File: config.mk
export PLATFORM = sky130hd
export DESIGN_NAME = nmea_gga_rmc_field_parser_flat
export DESIGN_NICKNAME = d
export VERILOG_FILES = /design/src/hw/rtl/ngrp_pkg.sv /design/src/hw/rtl/ngrp_in_if.sv /design/src/hw/rtl/ngrp_out_if.sv /design/src/hw/rtl/nmea_gga_rmc_field_parser.sv /design/src/flat_wrapper.sv
export SDC_FILE = /design/constraint.sdc
export NUM_CORES = 1
export LEC_CHECK = 0
export ABC_AREA = 0
export BUFFER_PORTS_ARGS = -buffer_cell sky130_fd_sc_hd__clkbuf_2
export CAP_MARGIN = 5
export CORE_MARGIN = 8
export CORE_UTILIZATION = 40
export CTS_CLUSTER_SIZE = 40
export DETAILED_ROUTE_END_ITERATION = 6
export RECOVER_POWER = 25
export SLEW_MARGIN = 10
export SYNTH_ARGS = -nofsm -noshare
export SYNTH_HDL_FRONTEND = slang
export SYNTH_SLANG_ARGS = --single-unit
File: constraint.sdc
create_clock -name clk -period 3 [get_ports clk]
set_input_delay 0.15 -clock clk [delete_from_list [all_inputs] [get_ports clk]]
set_output_delay 0.15 -clock clk [all_outputs]
set_load 0.02 [all_outputs]
File: src/hw/rtl/ngrp_pkg.sv
// Package for the NMEA GGA/RMC field parser: character codes, header
// strings, result codes and field numbers shared by the RTL files.
// No dependencies.
`timescale 1ns / 1ps
`default_nettype none
package ngrp_pkg;

  localparam int BYTE_W  = 8;
  localparam int KIND_W  = 2;
  localparam int FIX_W   = 2;
  localparam int DATE_W  = 48;
  localparam int TIME_W  = 48;
  localparam int LATW_W  = 32;
  localparam int LATF_W  = 40;
  localparam int LONW_W  = 40;
  localparam int LONF_W  = 40;
  localparam int HDR_LEN = 6;

  localparam logic [7:0] NEWLINE = 8'h0A;
  localparam logic [7:0] COMMA   = 8'h2C;
  localparam logic [7:0] CHAR_1  = 8'h31;
  localparam logic [7:0] CHAR_2  = 8'h32;

  localparam logic [47:0] HDR_RMC = "$GPRMC";
  localparam logic [47:0] HDR_GGA = "$GPGGA";

  localparam logic [1:0] KIND_OTHER = 2'd0;
  localparam logic [1:0] KIND_RMC   = 2'd1;
  localparam logic [1:0] KIND_GGA   = 2'd2;

  localparam logic [1:0] FIX_NONE = 2'd0;
  localparam logic [1:0] FIX_GPS  = 2'd1;
  localparam logic [1:0] FIX_DGPS = 2'd2;

  // field numbers (comma count while inside the field)
  localparam logic [7:0] FLD_TIME = 8'd1;
  localparam logic [7:0] FLD_LAT  = 8'd2;
  localparam logic [7:0] FLD_NS   = 8'd3;
  localparam logic [7:0] FLD_LON  = 8'd4;
  localparam logic [7:0] FLD_EW   = 8'd5;
  localparam logic [7:0] FLD_FIX  = 8'd6;
  localparam logic [7:0] FLD_DATE = 8'd9;

  // bits of the field-present vector
  localparam int PF_TIME = 0;
  localparam int PF_LAT  = 1;
  localparam int PF_NS   = 2;
  localparam int PF_LON  = 3;
  localparam int PF_EW   = 4;
  localparam int PF_FIX  = 5;
  localparam int PF_DATE = 6;
  localparam int PF_W    = 7;

  function automatic logic [7:0] hdr_char(input logic [47:0] hdr, input logic [2:0] idx);
    logic [7:0] ch;
    case (idx)
      3'd0:    ch = hdr[47:40];
      3'd1:    ch = hdr[39:32];
      3'd2:    ch = hdr[31:24];
      3'd3:    ch = hdr[23:16];
      3'd4:    ch = hdr[15:8];
      3'd5:    ch = hdr[7:0];
      default: ch = 8'h00;
    endcase
    return ch;
  endfunction

endpackage
`default_nettype wire

File: src/hw/rtl/ngrp_in_if.sv
// Byte channel into the NMEA parser: valid/ready plus the received byte.
// Depends on ngrp_pkg.
`timescale 1ns / 1ps
`default_nettype none
interface ngrp_in_if;
  logic                       valid;
  logic                       ready;
  logic [ngrp_pkg::BYTE_W-1:0] rx_byte;

  modport source (output valid, output rx_byte, input ready);
  modport sink   (input valid, input rx_byte, output ready);
  modport mon    (input valid, input rx_byte, input ready);
endinterface
`default_nettype wire

File: src/hw/rtl/ngrp_out_if.sv
// Record channel out of the NMEA parser: valid/ready plus one line record.
// Depends on ngrp_pkg.
`timescale 1ns / 1ps
`default_nettype none
interface ngrp_out_if;
  logic                        valid;
  logic                        ready;
  logic [ngrp_pkg::KIND_W-1:0] line_kind;
  logic [ngrp_pkg::FIX_W-1:0]  fix_status;
  logic                        fix_changed;
  logic [ngrp_pkg::DATE_W-1:0] date_text;
  logic [ngrp_pkg::TIME_W-1:0] time_text;
  logic [ngrp_pkg::LATW_W-1:0] lat_whole_text;
  logic [ngrp_pkg::LATF_W-1:0] lat_frac_text;
  logic [ngrp_pkg::LONW_W-1:0] lon_whole_text;
  logic [ngrp_pkg::LONF_W-1:0] lon_frac_text;

  modport source (output valid, output line_kind, output fix_status, output fix_changed,
                  output date_text, output time_text, output lat_whole_text,
                  output lat_frac_text, output lon_whole_text, output lon_frac_text,
                  input ready);
  modport sink   (input valid, input line_kind, input fix_status, input fix_changed,
                  input date_text, input time_text, input lat_whole_text,
                  input lat_frac_text, input lon_whole_text, input lon_frac_text,
                  output ready);
  modport mon    (input valid, input line_kind, input fix_status, input fix_changed,
                  input date_text, input time_text, input lat_whole_text,
                  input lat_frac_text, input lon_whole_text, input lon_frac_text,
                  input ready);
endinterface
`default_nettype wire

File: src/hw/rtl/nmea_gga_rmc_field_parser.sv
// NMEA 0183 GGA/RMC field parser top level: line assembly, field capture,
// commit of time/date (RMC) or position (GGA with a fix) on each completed line.
// Depends on ngrp_pkg, ngrp_in_if, ngrp_out_if.
//
//   channel | dir | payload                                     | transfer
//   rx      | in  | rx_byte                                     | one serial byte
//   rec     | out | line_kind, fix_status, fix_changed, texts   | one line record
//
// One byte per cycle while rx.ready is high; each byte is fully handled in the cycle it is taken.
// A record appears in the cycle after the newline that ends a non-empty line is taken.
// rx.ready is low only while a record is held and rec.ready is low.
// Synchronous reset clears line state, stored fields and the fix to zero, but sets the header match flags.
`timescale 1ns / 1ps
`default_nettype none
module nmea_gga_rmc_field_parser #(
  parameter int LINE_BUFFER = 128
) (
  input  wire              clk,
  input  wire              rst,
  ngrp_in_if.sink          rx,
  ngrp_out_if.source       rec
);

  localparam int LEN_W = $clog2(LINE_BUFFER);
  localparam logic [LEN_W-1:0] LEN_MAX = LEN_W'(LINE_BUFFER - 1);

  // line state
  logic [LEN_W-1:0] line_length, line_length_next;
  logic [7:0]       comma_count, comma_count_next;
  logic [3:0]       field_char_pos, field_char_pos_next;
  logic [1:0]       hdr_match, hdr_match_next;
  // shadow captures
  logic [47:0]      sh_time, sh_time_next;
  logic [47:0]      sh_date, sh_date_next;
  logic [63:0]      sh_lat, sh_lat_next;
  logic [39:0]      sh_lon_whole, sh_lon_whole_next;
  logic [31:0]      sh_lon_frac, sh_lon_frac_next;
  logic [7:0]       sh_ns, sh_ns_next;
  logic [7:0]       sh_ew, sh_ew_next;
  logic [ngrp_pkg::PF_W-1:0] sh_present, sh_present_next;
  logic [8:0]       sh_fix_text, sh_fix_text_next;
  // committed values
  logic [47:0]      st_date, st_date_next;
  logic [47:0]      st_time, st_time_next;
  logic [63:0]      st_lat, st_lat_next;
  logic [7:0]       st_lat_ind, st_lat_ind_next;
  logic [39:0]      st_lon_whole, st_lon_whole_next;
  logic [31:0]      st_lon_frac, st_lon_frac_next;
  logic [7:0]       st_lon_ind, st_lon_ind_next;
  logic [1:0]       last_fix, last_fix_next;
  // result register
  logic             rec_valid, rec_valid_next;
  logic [1:0]       rec_kind, rec_kind_next;
  logic             rec_changed, rec_changed_next;

  logic       accept;
  logic [7:0] ch;
  logic       line_end;
  logic [1:0] kind;
  logic [1:0] fix;

  assign accept   = rx.valid && rx.ready;
  assign ch       = rx.rx_byte;
  assign line_end = (ch == ngrp_pkg::NEWLINE) && (line_length != '0);
  assign rx.ready = !rec_valid || rec.ready;

  always_comb begin
    kind = ngrp_pkg::KIND_OTHER;
    if (line_length >= LEN_W'(ngrp_pkg::HDR_LEN)) begin
      if (hdr_match[0]) begin
        kind = ngrp_pkg::KIND_RMC;
      end else if (hdr_match[1]) begin
        kind = ngrp_pkg::KIND_GGA;
      end
    end
    fix = ngrp_pkg::FIX_NONE;
    if (sh_present[ngrp_pkg::PF_FIX] && !sh_fix_text[8]) begin
      if (sh_fix_text[7:0] == ngrp_pkg::CHAR_1) begin
        fix = ngrp_pkg::FIX_GPS;
      end else if (sh_fix_text[7:0] == ngrp_pkg::CHAR_2) begin
        fix = ngrp_pkg::FIX_DGPS;
      end
    end
  end

  always_comb begin
    line_length_next    = line_length;
    comma_count_next    = comma_count;
    field_char_pos_next = field_char_pos;
    hdr_match_next      = hdr_match;
    sh_time_next        = sh_time;
    sh_date_next        = sh_date;
    sh_lat_next         = sh_lat;
    sh_lon_whole_next   = sh_lon_whole;
    sh_lon_frac_next    = sh_lon_frac;
    sh_ns_next          = sh_ns;
    sh_ew_next          = sh_ew;
    sh_present_next     = sh_present;
    sh_fix_text_next    = sh_fix_text;
    st_date_next        = st_date;
    st_time_next        = st_time;
    st_lat_next         = st_lat;
    st_lat_ind_next     = st_lat_ind;
    st_lon_whole_next   = st_lon_whole;
    st_lon_frac_next    = st_lon_frac;
    st_lon_ind_next     = st_lon_ind;
    last_fix_next       = last_fix;
    rec_valid_next      = rec_valid && !rec.ready;
    rec_kind_next       = rec_kind;
    rec_changed_next    = rec_changed;

    if (accept && line_end) begin
      // commit captures (RMC time/date, GGA position with a fix), emit record, start a fresh line
      rec_valid_next   = 1'b1;
      rec_kind_next    = kind;
      rec_changed_next = 1'b0;
      if (kind == ngrp_pkg::KIND_RMC) begin
        if (sh_present[ngrp_pkg::PF_TIME]) st_time_next = sh_time;
        if (sh_present[ngrp_pkg::PF_DATE]) st_date_next = sh_date;
      end else if (kind == ngrp_pkg::KIND_GGA) begin
        rec_changed_next = (fix != last_fix);
        last_fix_next    = fix;
        if (fix != ngrp_pkg::FIX_NONE) begin
          if (sh_present[ngrp_pkg::PF_LAT]) st_lat_next = sh_lat;
          if (sh_present[ngrp_pkg::PF_NS])  st_lat_ind_next = sh_ns;
          if (sh_present[ngrp_pkg::PF_LON]) begin
            st_lon_whole_next = sh_lon_whole;
            st_lon_frac_next  = sh_lon_frac;
          end
          if (sh_present[ngrp_pkg::PF_EW])  st_lon_ind_next = sh_ew;
        end
      end
      line_length_next    = '0;
      comma_count_next    = '0;
      field_char_pos_next = '0;
      hdr_match_next      = 2'b11;
      sh_time_next        = '0;
      sh_date_next        = '0;
      sh_lat_next         = '0;
      sh_lon_whole_next   = '0;
      sh_lon_frac_next    = '0;
      sh_ns_next          = '0;
      sh_ew_next          = '0;
      sh_present_next     = '0;
      sh_fix_text_next    = '0;
    end else if (accept && (line_length < LEN_MAX)) begin
      if (line_length < LEN_W'(ngrp_pkg::HDR_LEN)) begin
        if (ch != ngrp_pkg::hdr_char(ngrp_pkg::HDR_RMC, line_length[2:0])) begin
          hdr_match_next[0] = 1'b0;
        end
        if (ch != ngrp_pkg::hdr_char(ngrp_pkg::HDR_GGA, line_length[2:0])) begin
          hdr_match_next[1] = 1'b0;
        end
      end
      line_length_next = line_length + 1'b1;

      if (ch == ngrp_pkg::COMMA) begin
        // a field counts only when non-empty and closed by a comma
        if (field_char_pos != '0) begin
          case (comma_count)
            ngrp_pkg::FLD_TIME: sh_present_next[ngrp_pkg::PF_TIME] = 1'b1;
            ngrp_pkg::FLD_LAT:  sh_present_next[ngrp_pkg::PF_LAT]  = 1'b1;
            ngrp_pkg::FLD_NS:   sh_present_next[ngrp_pkg::PF_NS]   = 1'b1;
            ngrp_pkg::FLD_LON:  sh_present_next[ngrp_pkg::PF_LON]  = 1'b1;
            ngrp_pkg::FLD_EW:   sh_present_next[ngrp_pkg::PF_EW]   = 1'b1;
            ngrp_pkg::FLD_FIX:  sh_present_next[ngrp_pkg::PF_FIX]  = 1'b1;
            ngrp_pkg::FLD_DATE: sh_present_next[ngrp_pkg::PF_DATE] = 1'b1;
            default: ;
          endcase
        end
        if (comma_count != 8'hFF) comma_count_next = comma_count + 1'b1;
        field_char_pos_next = '0;
      end else begin
        case (comma_count)
          ngrp_pkg::FLD_TIME: begin
            for (int i = 0; i < 6; i++) begin
              if (field_char_pos == 4'(i)) sh_time_next[8*(5-i) +: 8] = ch;
            end
          end
          ngrp_pkg::FLD_DATE: begin
            for (int i = 0; i < 6; i++) begin
              if (field_char_pos == 4'(i)) sh_date_next[8*(5-i) +: 8] = ch;
            end
          end
          ngrp_pkg::FLD_LAT: begin
            // ddmm.ffff: skip the decimal point at position 4
            for (int i = 0; i < 4; i++) begin
              if (field_char_pos == 4'(i)) sh_lat_next[8*(7-i) +: 8] = ch;
            end
            for (int i = 5; i < 9; i++) begin
              if (field_char_pos == 4'(i)) sh_lat_next[8*(8-i) +: 8] = ch;
            end
          end
          ngrp_pkg::FLD_NS: begin
            if (field_char_pos == '0) sh_ns_next = ch;
          end
          ngrp_pkg::FLD_LON: begin
            for (int i = 0; i < 5; i++) begin
              if (field_char_pos == 4'(i)) sh_lon_whole_next[8*(4-i) +: 8] = ch;
            end
            for (int i = 6; i < 10; i++) begin
              if (field_char_pos == 4'(i)) sh_lon_frac_next[8*(9-i) +: 8] = ch;
            end
          end
          ngrp_pkg::FLD_EW: begin
            if (field_char_pos == '0) sh_ew_next = ch;
          end
          ngrp_pkg::FLD_FIX: begin
            // bit 8 marks a fix text longer than one char
            if (field_char_pos == '0) begin
              sh_fix_text_next = {1'b0, ch};
            end else begin
              sh_fix_text_next[8] = 1'b1;
            end
          end
          default: ;
        endcase
        if (field_char_pos != 4'hF) field_char_pos_next = field_char_pos + 1'b1;
      end
    end
  end

  always_ff @(posedge clk) begin
    if (rst) begin
      line_length    <= '0;
      comma_count    <= '0;
      field_char_pos <= '0;
      hdr_match      <= 2'b11;
      sh_time        <= '0;
      sh_date        <= '0;
      sh_lat         <= '0;
      sh_lon_whole   <= '0;
      sh_lon_frac    <= '0;
      sh_ns          <= '0;
      sh_ew          <= '0;
      sh_present     <= '0;
      sh_fix_text    <= '0;
      st_date        <= '0;
      st_time        <= '0;
      st_lat         <= '0;
      st_lat_ind     <= '0;
      st_lon_whole   <= '0;
      st_lon_frac    <= '0;
      st_lon_ind     <= '0;
      last_fix       <= ngrp_pkg::FIX_NONE;
      rec_valid      <= 1'b0;
      rec_kind       <= ngrp_pkg::KIND_OTHER;
      rec_changed    <= 1'b0;
    end else begin
      line_length    <= line_length_next;
      comma_count    <= comma_count_next;
      field_char_pos <= field_char_pos_next;
      hdr_match      <= hdr_match_next;
      sh_time        <= sh_time_next;
      sh_date        <= sh_date_next;
      sh_lat         <= sh_lat_next;
      sh_lon_whole   <= sh_lon_whole_next;
      sh_lon_frac    <= sh_lon_frac_next;
      sh_ns          <= sh_ns_next;
      sh_ew          <= sh_ew_next;
      sh_present     <= sh_present_next;
      sh_fix_text    <= sh_fix_text_next;
      st_date        <= st_date_next;
      st_time        <= st_time_next;
      st_lat         <= st_lat_next;
      st_lat_ind     <= st_lat_ind_next;
      st_lon_whole   <= st_lon_whole_next;
      st_lon_frac    <= st_lon_frac_next;
      st_lon_ind     <= st_lon_ind_next;
      last_fix       <= last_fix_next;
      rec_valid      <= rec_valid_next;
      rec_kind       <= rec_kind_next;
      rec_changed    <= rec_changed_next;
    end
  end

  // committed values only change when a new record loads, so they double
  // as the record's text payload
  assign rec.valid          = rec_valid;
  assign rec.line_kind      = rec_kind;
  assign rec.fix_status     = last_fix;
  assign rec.fix_changed    = rec_changed;
  assign rec.date_text      = st_date;
  assign rec.time_text      = st_time;
  assign rec.lat_whole_text = st_lat[63:32];
  assign rec.lat_frac_text  = {st_lat[31:0], st_lat_ind};
  assign rec.lon_whole_text = st_lon_whole;
  assign rec.lon_frac_text  = {st_lon_frac, st_lon_ind};

endmodule
`default_nettype wire

File: src/flat_wrapper.sv
// flat-port wrapper written by rule: the top's interface ports become plain ports
module nmea_gga_rmc_field_parser_flat 
#(
  parameter int LINE_BUFFER = 128
)
  (clk, rst, rx_valid, rx_rx_byte, rx_ready, rec_valid, rec_line_kind, rec_fix_status, rec_fix_changed, rec_date_text, rec_time_text, rec_lat_whole_text, rec_lat_frac_text, rec_lon_whole_text, rec_lon_frac_text, rec_ready);
  ngrp_in_if rx_i ();
  ngrp_out_if rec_i ();
  input  wire clk;
  input  wire rst;
  input wire logic [$bits(rx_i.valid)-1:0] rx_valid;
  input wire logic [$bits(rx_i.rx_byte)-1:0] rx_rx_byte;
  output wire logic [$bits(rx_i.ready)-1:0] rx_ready;
  output wire logic [$bits(rec_i.valid)-1:0] rec_valid;
  output wire logic [$bits(rec_i.line_kind)-1:0] rec_line_kind;
  output wire logic [$bits(rec_i.fix_status)-1:0] rec_fix_status;
  output wire logic [$bits(rec_i.fix_changed)-1:0] rec_fix_changed;
  output wire logic [$bits(rec_i.date_text)-1:0] rec_date_text;
  output wire logic [$bits(rec_i.time_text)-1:0] rec_time_text;
  output wire logic [$bits(rec_i.lat_whole_text)-1:0] rec_lat_whole_text;
  output wire logic [$bits(rec_i.lat_frac_text)-1:0] rec_lat_frac_text;
  output wire logic [$bits(rec_i.lon_whole_text)-1:0] rec_lon_whole_text;
  output wire logic [$bits(rec_i.lon_frac_text)-1:0] rec_lon_frac_text;
  input wire logic [$bits(rec_i.ready)-1:0] rec_ready;
  assign rx_i.valid = rx_valid;
  assign rx_i.rx_byte = rx_rx_byte;
  assign rx_ready = rx_i.ready;
  assign rec_valid = rec_i.valid;
  assign rec_line_kind = rec_i.line_kind;
  assign rec_fix_status = rec_i.fix_status;
  assign rec_fix_changed = rec_i.fix_changed;
  assign rec_date_text = rec_i.date_text;
  assign rec_time_text = rec_i.time_text;
  assign rec_lat_whole_text = rec_i.lat_whole_text;
  assign rec_lat_frac_text = rec_i.lat_frac_text;
  assign rec_lon_whole_text = rec_i.lon_whole_text;
  assign rec_lon_frac_text = rec_i.lon_frac_text;
  assign rec_i.ready = rec_ready;
  nmea_gga_rmc_field_parser #(.LINE_BUFFER(LINE_BUFFER)) u_core (.clk(clk), .rst(rst), .rx(rx_i), .rec(rec_i));
endmodule
# --- After elaboration in Yosys (flattened, before gate mapping) ---
# Cells that the tools add are included.
# W data, S select, Z words.
op_classes:
  n_addsub: 3
  order_cmp: 3
  eq_ne: 32
  n_mux: 20
  bitwise: 2
  reduce_logical: 69
ops:
  columns: ["operator", "n"]
  rows:
  - ["$reduce_and A4 Y1", 39]
  - ["$mux W8", 6]
  - ["$pmux W7 S6", 1]
  - ["$pmux W7 S4", 1]
  - ["$eq A8 B3 Y1 const B", 3]
  - ["$eq A8 B6 Y1 const B", 3]
  - ["$reduce_and A3 Y1", 7]
  - ["$reduce_and A5 Y1", 4]
  - ["$eq A4 B3 Y1 const B", 4]
  - ["$eq A8 B2 Y1 const B", 2]
  - ["$eq A8 B4 Y1 const B", 2]
  - ["$ne A8 B8 Y1", 2]
  - ["$mux W2", 6]
  - ["$add A8 B1 Y8 const B", 1]
  - ["$eq A4 B2 Y1 const B", 2]
  - ["$eq A4 B4 Y1 const B", 2]
  - ["$eq A8 B1 Y1 const B", 1]
  - ["$mux W4", 2]
  - ["$ne A8 B8 Y1 const B", 1]
  - ["$add A7 B1 Y7 const B", 1]
  - ["$ge A7 B3 Y1 const B", 1]
  - ["$lt A7 B3 Y1 const B", 1]
  - ["$lt A7 B7 Y1 const B", 1]
  - ["$reduce_bool A7 Y1", 1]
  - ["21 further kinds", 35]
word_totals:
  reg_bits: 539
  output_inout_bits: 255

# --- Longest topological paths before layout ---
logic_depth:
  ltp_word: 8
  depth_mapped: 10
  mapped_depth_nobuf: 7

# --- Least setup slack after synthesis ---
# Ideal clock, no wire load.
synth_timing:
  path_type: "reg2reg"
  from: "reg u_core.line_length[0]"
  to: "reg u_core.rec_changed (netlist: u_core.rec.fix_changed)"
  setup_ns: 0.059
  arrival_time_ns: 2.322
  path_slack_ns: 0.619
  path_stages_with_launch: 10
  n_path_buf: 2
  cell_sequence: "dfxtp_1 > clkbuf_1 > inv_1 > ha_1 > o21ai_0 > a21oi_1 > or3b_1 > clkbuf_1 > a311oi_1 > a22o_1"
synth_between:
  elab_chain_cells: 5
  word_cells_on_any_way: 9
  classes_between: "order compare (1); eq/ne (2); mux (3); reduce/logical (3)"
synth_lines:
  columns: ["element", "line", "rtl"]
  rows:
  - ["start, declared", "nmea_gga_rmc_field_parser.sv:28", "logic [LEN_W-1:0] line_length, line_length_next;"]
  - ["start signal, assigned", "nmea_gga_rmc_field_parser.sv:250", "line_length <= line_length_next;"]
  - ["$ge A7 B3 Y1", "nmea_gga_rmc_field_parser.sv:69", "if (line_length >= LEN_W'(ngrp_pkg::HDR_LEN)) begin"]
  - ["$mux W2", "nmea_gga_rmc_field_parser.sv:69", null]
  - ["$eq A2 B2 Y1", "nmea_gga_rmc_field_parser.sv:120", "end else if (kind == ngrp_pkg::KIND_GGA) begin"]
  - ["$mux W1", "nmea_gga_rmc_field_parser.sv:120", null]
  - ["$mux W1", "nmea_gga_rmc_field_parser.sv:117", "if (kind == ngrp_pkg::KIND_RMC) begin"]
  - ["end signal, assigned", "nmea_gga_rmc_field_parser.sv:273", "rec_changed <= rec_changed_next;"]
  - ["end, declared", "nmea_gga_rmc_field_parser.sv:54", "logic rec_changed, rec_changed_next;"]
# Several ways; a longest one is shown, not always the timed one.
# A chain may end at the register's enable or synchronous reset.

# --- Worst setup path in the final report ---
layout_timing:
  from: "reg u_core.comma_count[0]"
  to: "reg u_core.sh_lat[12]"
layout_between:
  elab_chain_cells: 2
layout_lines:
  columns: ["element", "line", "rtl"]
  rows:
  - ["start, declared", "nmea_gga_rmc_field_parser.sv:29", "logic [7:0] comma_count, comma_count_next;"]
  - ["start signal, assigned", "nmea_gga_rmc_field_parser.sv:251", "comma_count <= comma_count_next;"]
  - ["$eq A8 B2 Y1", "nmea_gga_rmc_field_parser.sv:174", "case (comma_count)"]
  - ["$reduce_and A4 Y1 (no line)", null, null]
  - ["end signal, assigned", "nmea_gga_rmc_field_parser.sv:256", "sh_lat <= sh_lat_next;"]
  - ["end, declared", "nmea_gga_rmc_field_parser.sv:35", "logic [63:0] sh_lat, sh_lat_next;"]
# Every way passes these cells.

==> flow_metrics.env <==
export IMPL_status="complete, no violations"
export IMPL_maxSlewHeadroom_pct=22.88
export IMPL_antenna_left=0
export IMPL_fmax_mhz=365.1
export IMPL_vias_per_cell=4.985
export IMPL_place_congestion=0.8182
export IMPL_yosys_area_share_simple_pct=17.30
export IMPL_finalPower_mw=14.64
export IMPL_period_share_pct=91.31
export IMPL_p_sw_mw=3.207
export IMPL_p_int_mw=11.43
export IMPL_first_pass_iters=5
export IMPL_grt_pass1_vias=15031
export IMPL_cts_clk_slew_worst_paths_ns=0.06
export IMPL_design_area_sq_um=24100
export IMPL_yosysUniqueCellTypes=63
export IMPL_vias=14944
export IMPL_timing_final_ws_setup_ns=0.2608
export IMPL_crit_arrival_ns=3.21
export IMPL_fin_nets=2301
export IMPL_dp_hpwl_um=35850
export IMPL_end_kind="register"
export IMPL_comb_power_share_pct=3.1
export IMPL_drive_gt1_share_pct=12.60
export IMPL_rsz0062_at_grt="false"
export IMPL_muxShareOfSynthArea_pct=20.05
export IMPL_synth_edff_count=0
export IMPL_die_w_um=242.8
export IMPL_clock_sinks=539
export IMPL_pwr_share_clk_pct=47.8
export IMPL_worstMarginPinSlew_ns=1.154
export IMPL_insertion_delay_ns=0.60
export IMPL_hold_end="u_core.st_lat_ind[6]$_SDFFE_PP0P_"
export IMPL_final_hold_viol_count=0
export IMPL_skew_ns=0.01987
export IMPL_ys_flop_type="dfxtp_1"
export IMPL_grt_use_total_pct=18.26
export IMPL_ff2ff_path_depth=7
export IMPL_rows=83
export IMPL_io_buffers=266
export IMPL_start_util_pct=40.25
export IMPL_die_area_sq_um=58930
export IMPL_cts_tree="built"
export IMPL_place_area_sq_um=22460
export IMPL_min_from="rst"
export IMPL_synth_async_reset_ratio_pct=0
export IMPL_max_cap_violations=0
export IMPL_synth_nets=2079
export IMPL_tns_ns=0
export IMPL_syn_cell_area_sq_um=20570
export IMPL_r2r_end="u_core.sh_lat[12]$_SDFFE_PP0P_"
export IMPL_grt_ovfl_total=0
export IMPL_layout_commonest_cell="dfxtp_1"
export IMPL_die_y_um=242.8
export IMPL_numCtsBuffers=57
export IMPL_synth_cells=2054
export IMPL_grt_pass1_wl_um=87450
export IMPL_hold_depth=2
export IMPL_finalSetupViolations=0
export IMPL_dp_slack_ns=0.2760
export IMPL_drc=0
export IMPL_htreeDepth=2
export IMPL_core_area_sq_um=51090
export IMPL_area_growth_pct=17.19
export IMPL_routed_wl_um=55710
export IMPL_grt_max_degree=104
export IMPL_worstPathRequired_ns=3.47
export IMPL_ys_seq_elements=539
export IMPL_p_sw_share_pct=21.91
export IMPL_yosys_area_share_xor_xnor_pct=0.7665
export IMPL_powerDensity_nw_per_um2=607.3
export IMPL_seq_power_share_pct=49.0
export IMPL_hold_path_class="in2reg"
export IMPL_synth_compound_area_share_pct=4.447
export IMPL_r2r_start="u_core.comma_count[0]$_SDFFE_PP0P_"
export IMPL_ctsRootBufferMaster="clkbuf_16"
export IMPL_synth_adder_area_share_pct=0.7909
export IMPL_start_kind="register"
export IMPL_drtIter0Drc=733
export IMPL_pin_count=267
export IMPL_ctsResizeCount=0
export IMPL_path_max_fanout=8
export IMPL_fillerInstances=4986
export IMPL_fin_crit_ns=2.739
export IMPL_finalMaxSlewViolations=0
export IMPL_synth_seq_area_share_pct=52.46
export IMPL_reg2reg_setup_slack_ns=0.26
export IMPL_antenna_found_initial=0
export IMPL_most_common_layout_cells="dfxtp_1 (539), mux2i_1 (412), nor2_1 (406), clkbuf_1 (211), nand2_1 (204)"
export IMPL_synth_top_family_by_area="multiplexers"
export IMPL_antenna_cells=0
export IMPL_post_drt_wl_per_cell_um=18.58
export IMPL_ys_warn_count=0
export IMPL_ir_drop_mv=0.5644
export IMPL_critical_path_class="reg2reg"
export IMPL_postSynthAreaPerCell_sq_um=10.01
export IMPL_cts_buffer_depth=3
export IMPL_p_leak_nw=11.24
## cells by family (layout without fill, tap and decap cells)
kind of cell / after synthesis / count (layout)
simple gates: 758 / 758
fa+ha+maj: 13 / 13
compound gates: 150 / 150
mux: 412 / 412
flops: 539 / 539
buf+inv: 164 / 428
xor+xnor: 18 / 18
## cells in the mapped netlist, types with 3 or more instances
master | n | area [sq um]
a211oi_1 | 7 | 52.55
a21oi_1 | 107 | 535.5
a31oi_1 | 4 | 25.02
a41oi_1 | 3 | 26.28
and3_1 | 7 | 43.79
and4_1 | 4 | 35.03
buf_1 | 5 | 18.77
buf_2 | 33 | 165.2
buf_4 | 13 | 97.59
buf_6 | 17 | 191.4
clkbuf_1 | 76 | 285.3
clkbuf_4 | 6 | 45.04
dfxtp_1 | 539 | 10790
ha_1 | 13 | 162.7
inv_1 | 12 | 45.04
mux2i_1 | 412 | 4124
nand2_1 | 204 | 765.7
nand3_1 | 8 | 40.04
nand3b_1 | 4 | 30.03
nand4_1 | 13 | 81.33
nand4_2 | 29 | 362.9
nor2_1 | 407 | 1528
nor2_2 | 32 | 200.2
nor2b_1 | 5 | 31.28
nor3_1 | 6 | 30.03
nor4_1 | 5 | 31.28
nor4_4 | 6 | 127.6
nor4b_1 | 6 | 52.55
o21ai_0 | 7 | 35.03
or4b_2 | 3 | 30.03
xnor2_1 | 10 | 87.58
xor2_1 | 8 | 70.07
## flip-flops by register name, indices dropped and copies added (netlist names), 9 cells and up
name / cells
u_core.st_lon_frac: 32
u_core.sh_date: 48
u_core.sh_lon_frac: 32
u_core.sh_lon_whole: 40
u_core.rec.date_text: 48
u_core.sh_fix_text: 9
u_core.st_lat: 64
u_core.sh_time: 48
u_core.rec.lon_whole_text: 40
u_core.sh_lat: 64
u_core.rec.time_text: 48
## metal layers
metal | global-route usage [%] | share of wire, %
met1 | 22.69 | 44
met2 | 31.56 | 49
met3 | 3.745 | 4.8
met4 | 5.501 | 2.2
met5 | 0 | 0
## worst max-delay path by stage
stage	start	end	slack [ns]	cells after the start
floorplan	u_core.line_length[0]$_SDFFE_PP0P_	u_core.rec.fix_changed$_SDFFE_PP0P_	0.62	9
global placement	u_core.comma_count[0]$_SDFFE_PP0P_	u_core.sh_lat[38]$_SDFFE_PP0P_	0.36	7
detailed placement	u_core.comma_count[0]$_SDFFE_PP0P_	u_core.sh_lat[12]$_SDFFE_PP0P_	0.28	7
CTS	u_core.comma_count[0]$_SDFFE_PP0P_	u_core.sh_time[4]$_SDFFE_PP0P_	0.26	6
global route	u_core.sh_fix_text[8]$_SDFFE_PP0P_	u_core.st_lon_frac[9]$_SDFFE_PP0P_	0.09	6
finish	u_core.comma_count[0]$_SDFFE_PP0P_	u_core.sh_lat[12]$_SDFFE_PP0P_	0.26	7
## metrics by stage
| step | util, % | std cells | hold WS, ns |
|---|---|---|---|
| 2_1_floorplan | - | 2054 | 0.3588 |
| 3_5_place_dp | 43.95 | 2896 | 0.4462 |
| 4_1_cts | 47.66 | 2998 | 0.03130 |
| 5_1_grt | 47.17 | 2998 | 0.05547 |
| 3_3_place_gp | 43.95 | 2896 | 0.4356 |
| 6_report | 47.17 | 2998 | 0.04415 |
## cell type report
cell class | count | area [sq um] | share of cell area, %
clock buffer | 83 | 1654 | 6.863
inverter | 13 | 48.80 | 0.2025
sequential | 539 | 10790 | 44.77
multi-input combinational | 1351 | 8962 | 37.19
tap | 680 | 850.8 | 3.530
clock inverter | 18 | 227.7 | 0.9448
timing repair buffer | 314 | 1568 | 6.505
## power groups by stage
stage	clock, mW	combinational, mW	sequential [mW]
2_1_floorplan	0	0.304	7.33
3_3_place_gp	0	0.459	7.33
3_5_place_dp	0	0.464	7.33
4_1_cts	7.20	0.468	7.18
5_1_grt	7.51	0.497	7.17
6_report	7.00	0.459	7.18
## worst max-delay path, stage by stage, from the launching register on
cell and delay, ns:
dfxtp_1 0.38, inv_1 0.11, ha_1 0.18, or3b_2 0.52
a211oi_4 0.55, nand4_2 0.49, mux2i_1 0.30, nor2_1 0.06
## timing repair
action | 4_1_cts | 5_1_grt
hold buffers | 1 | 0
buffers inserted | 0 | 0
endpoints found under the hold margin | 2 | 0
(Power assumes the default switching activity.)
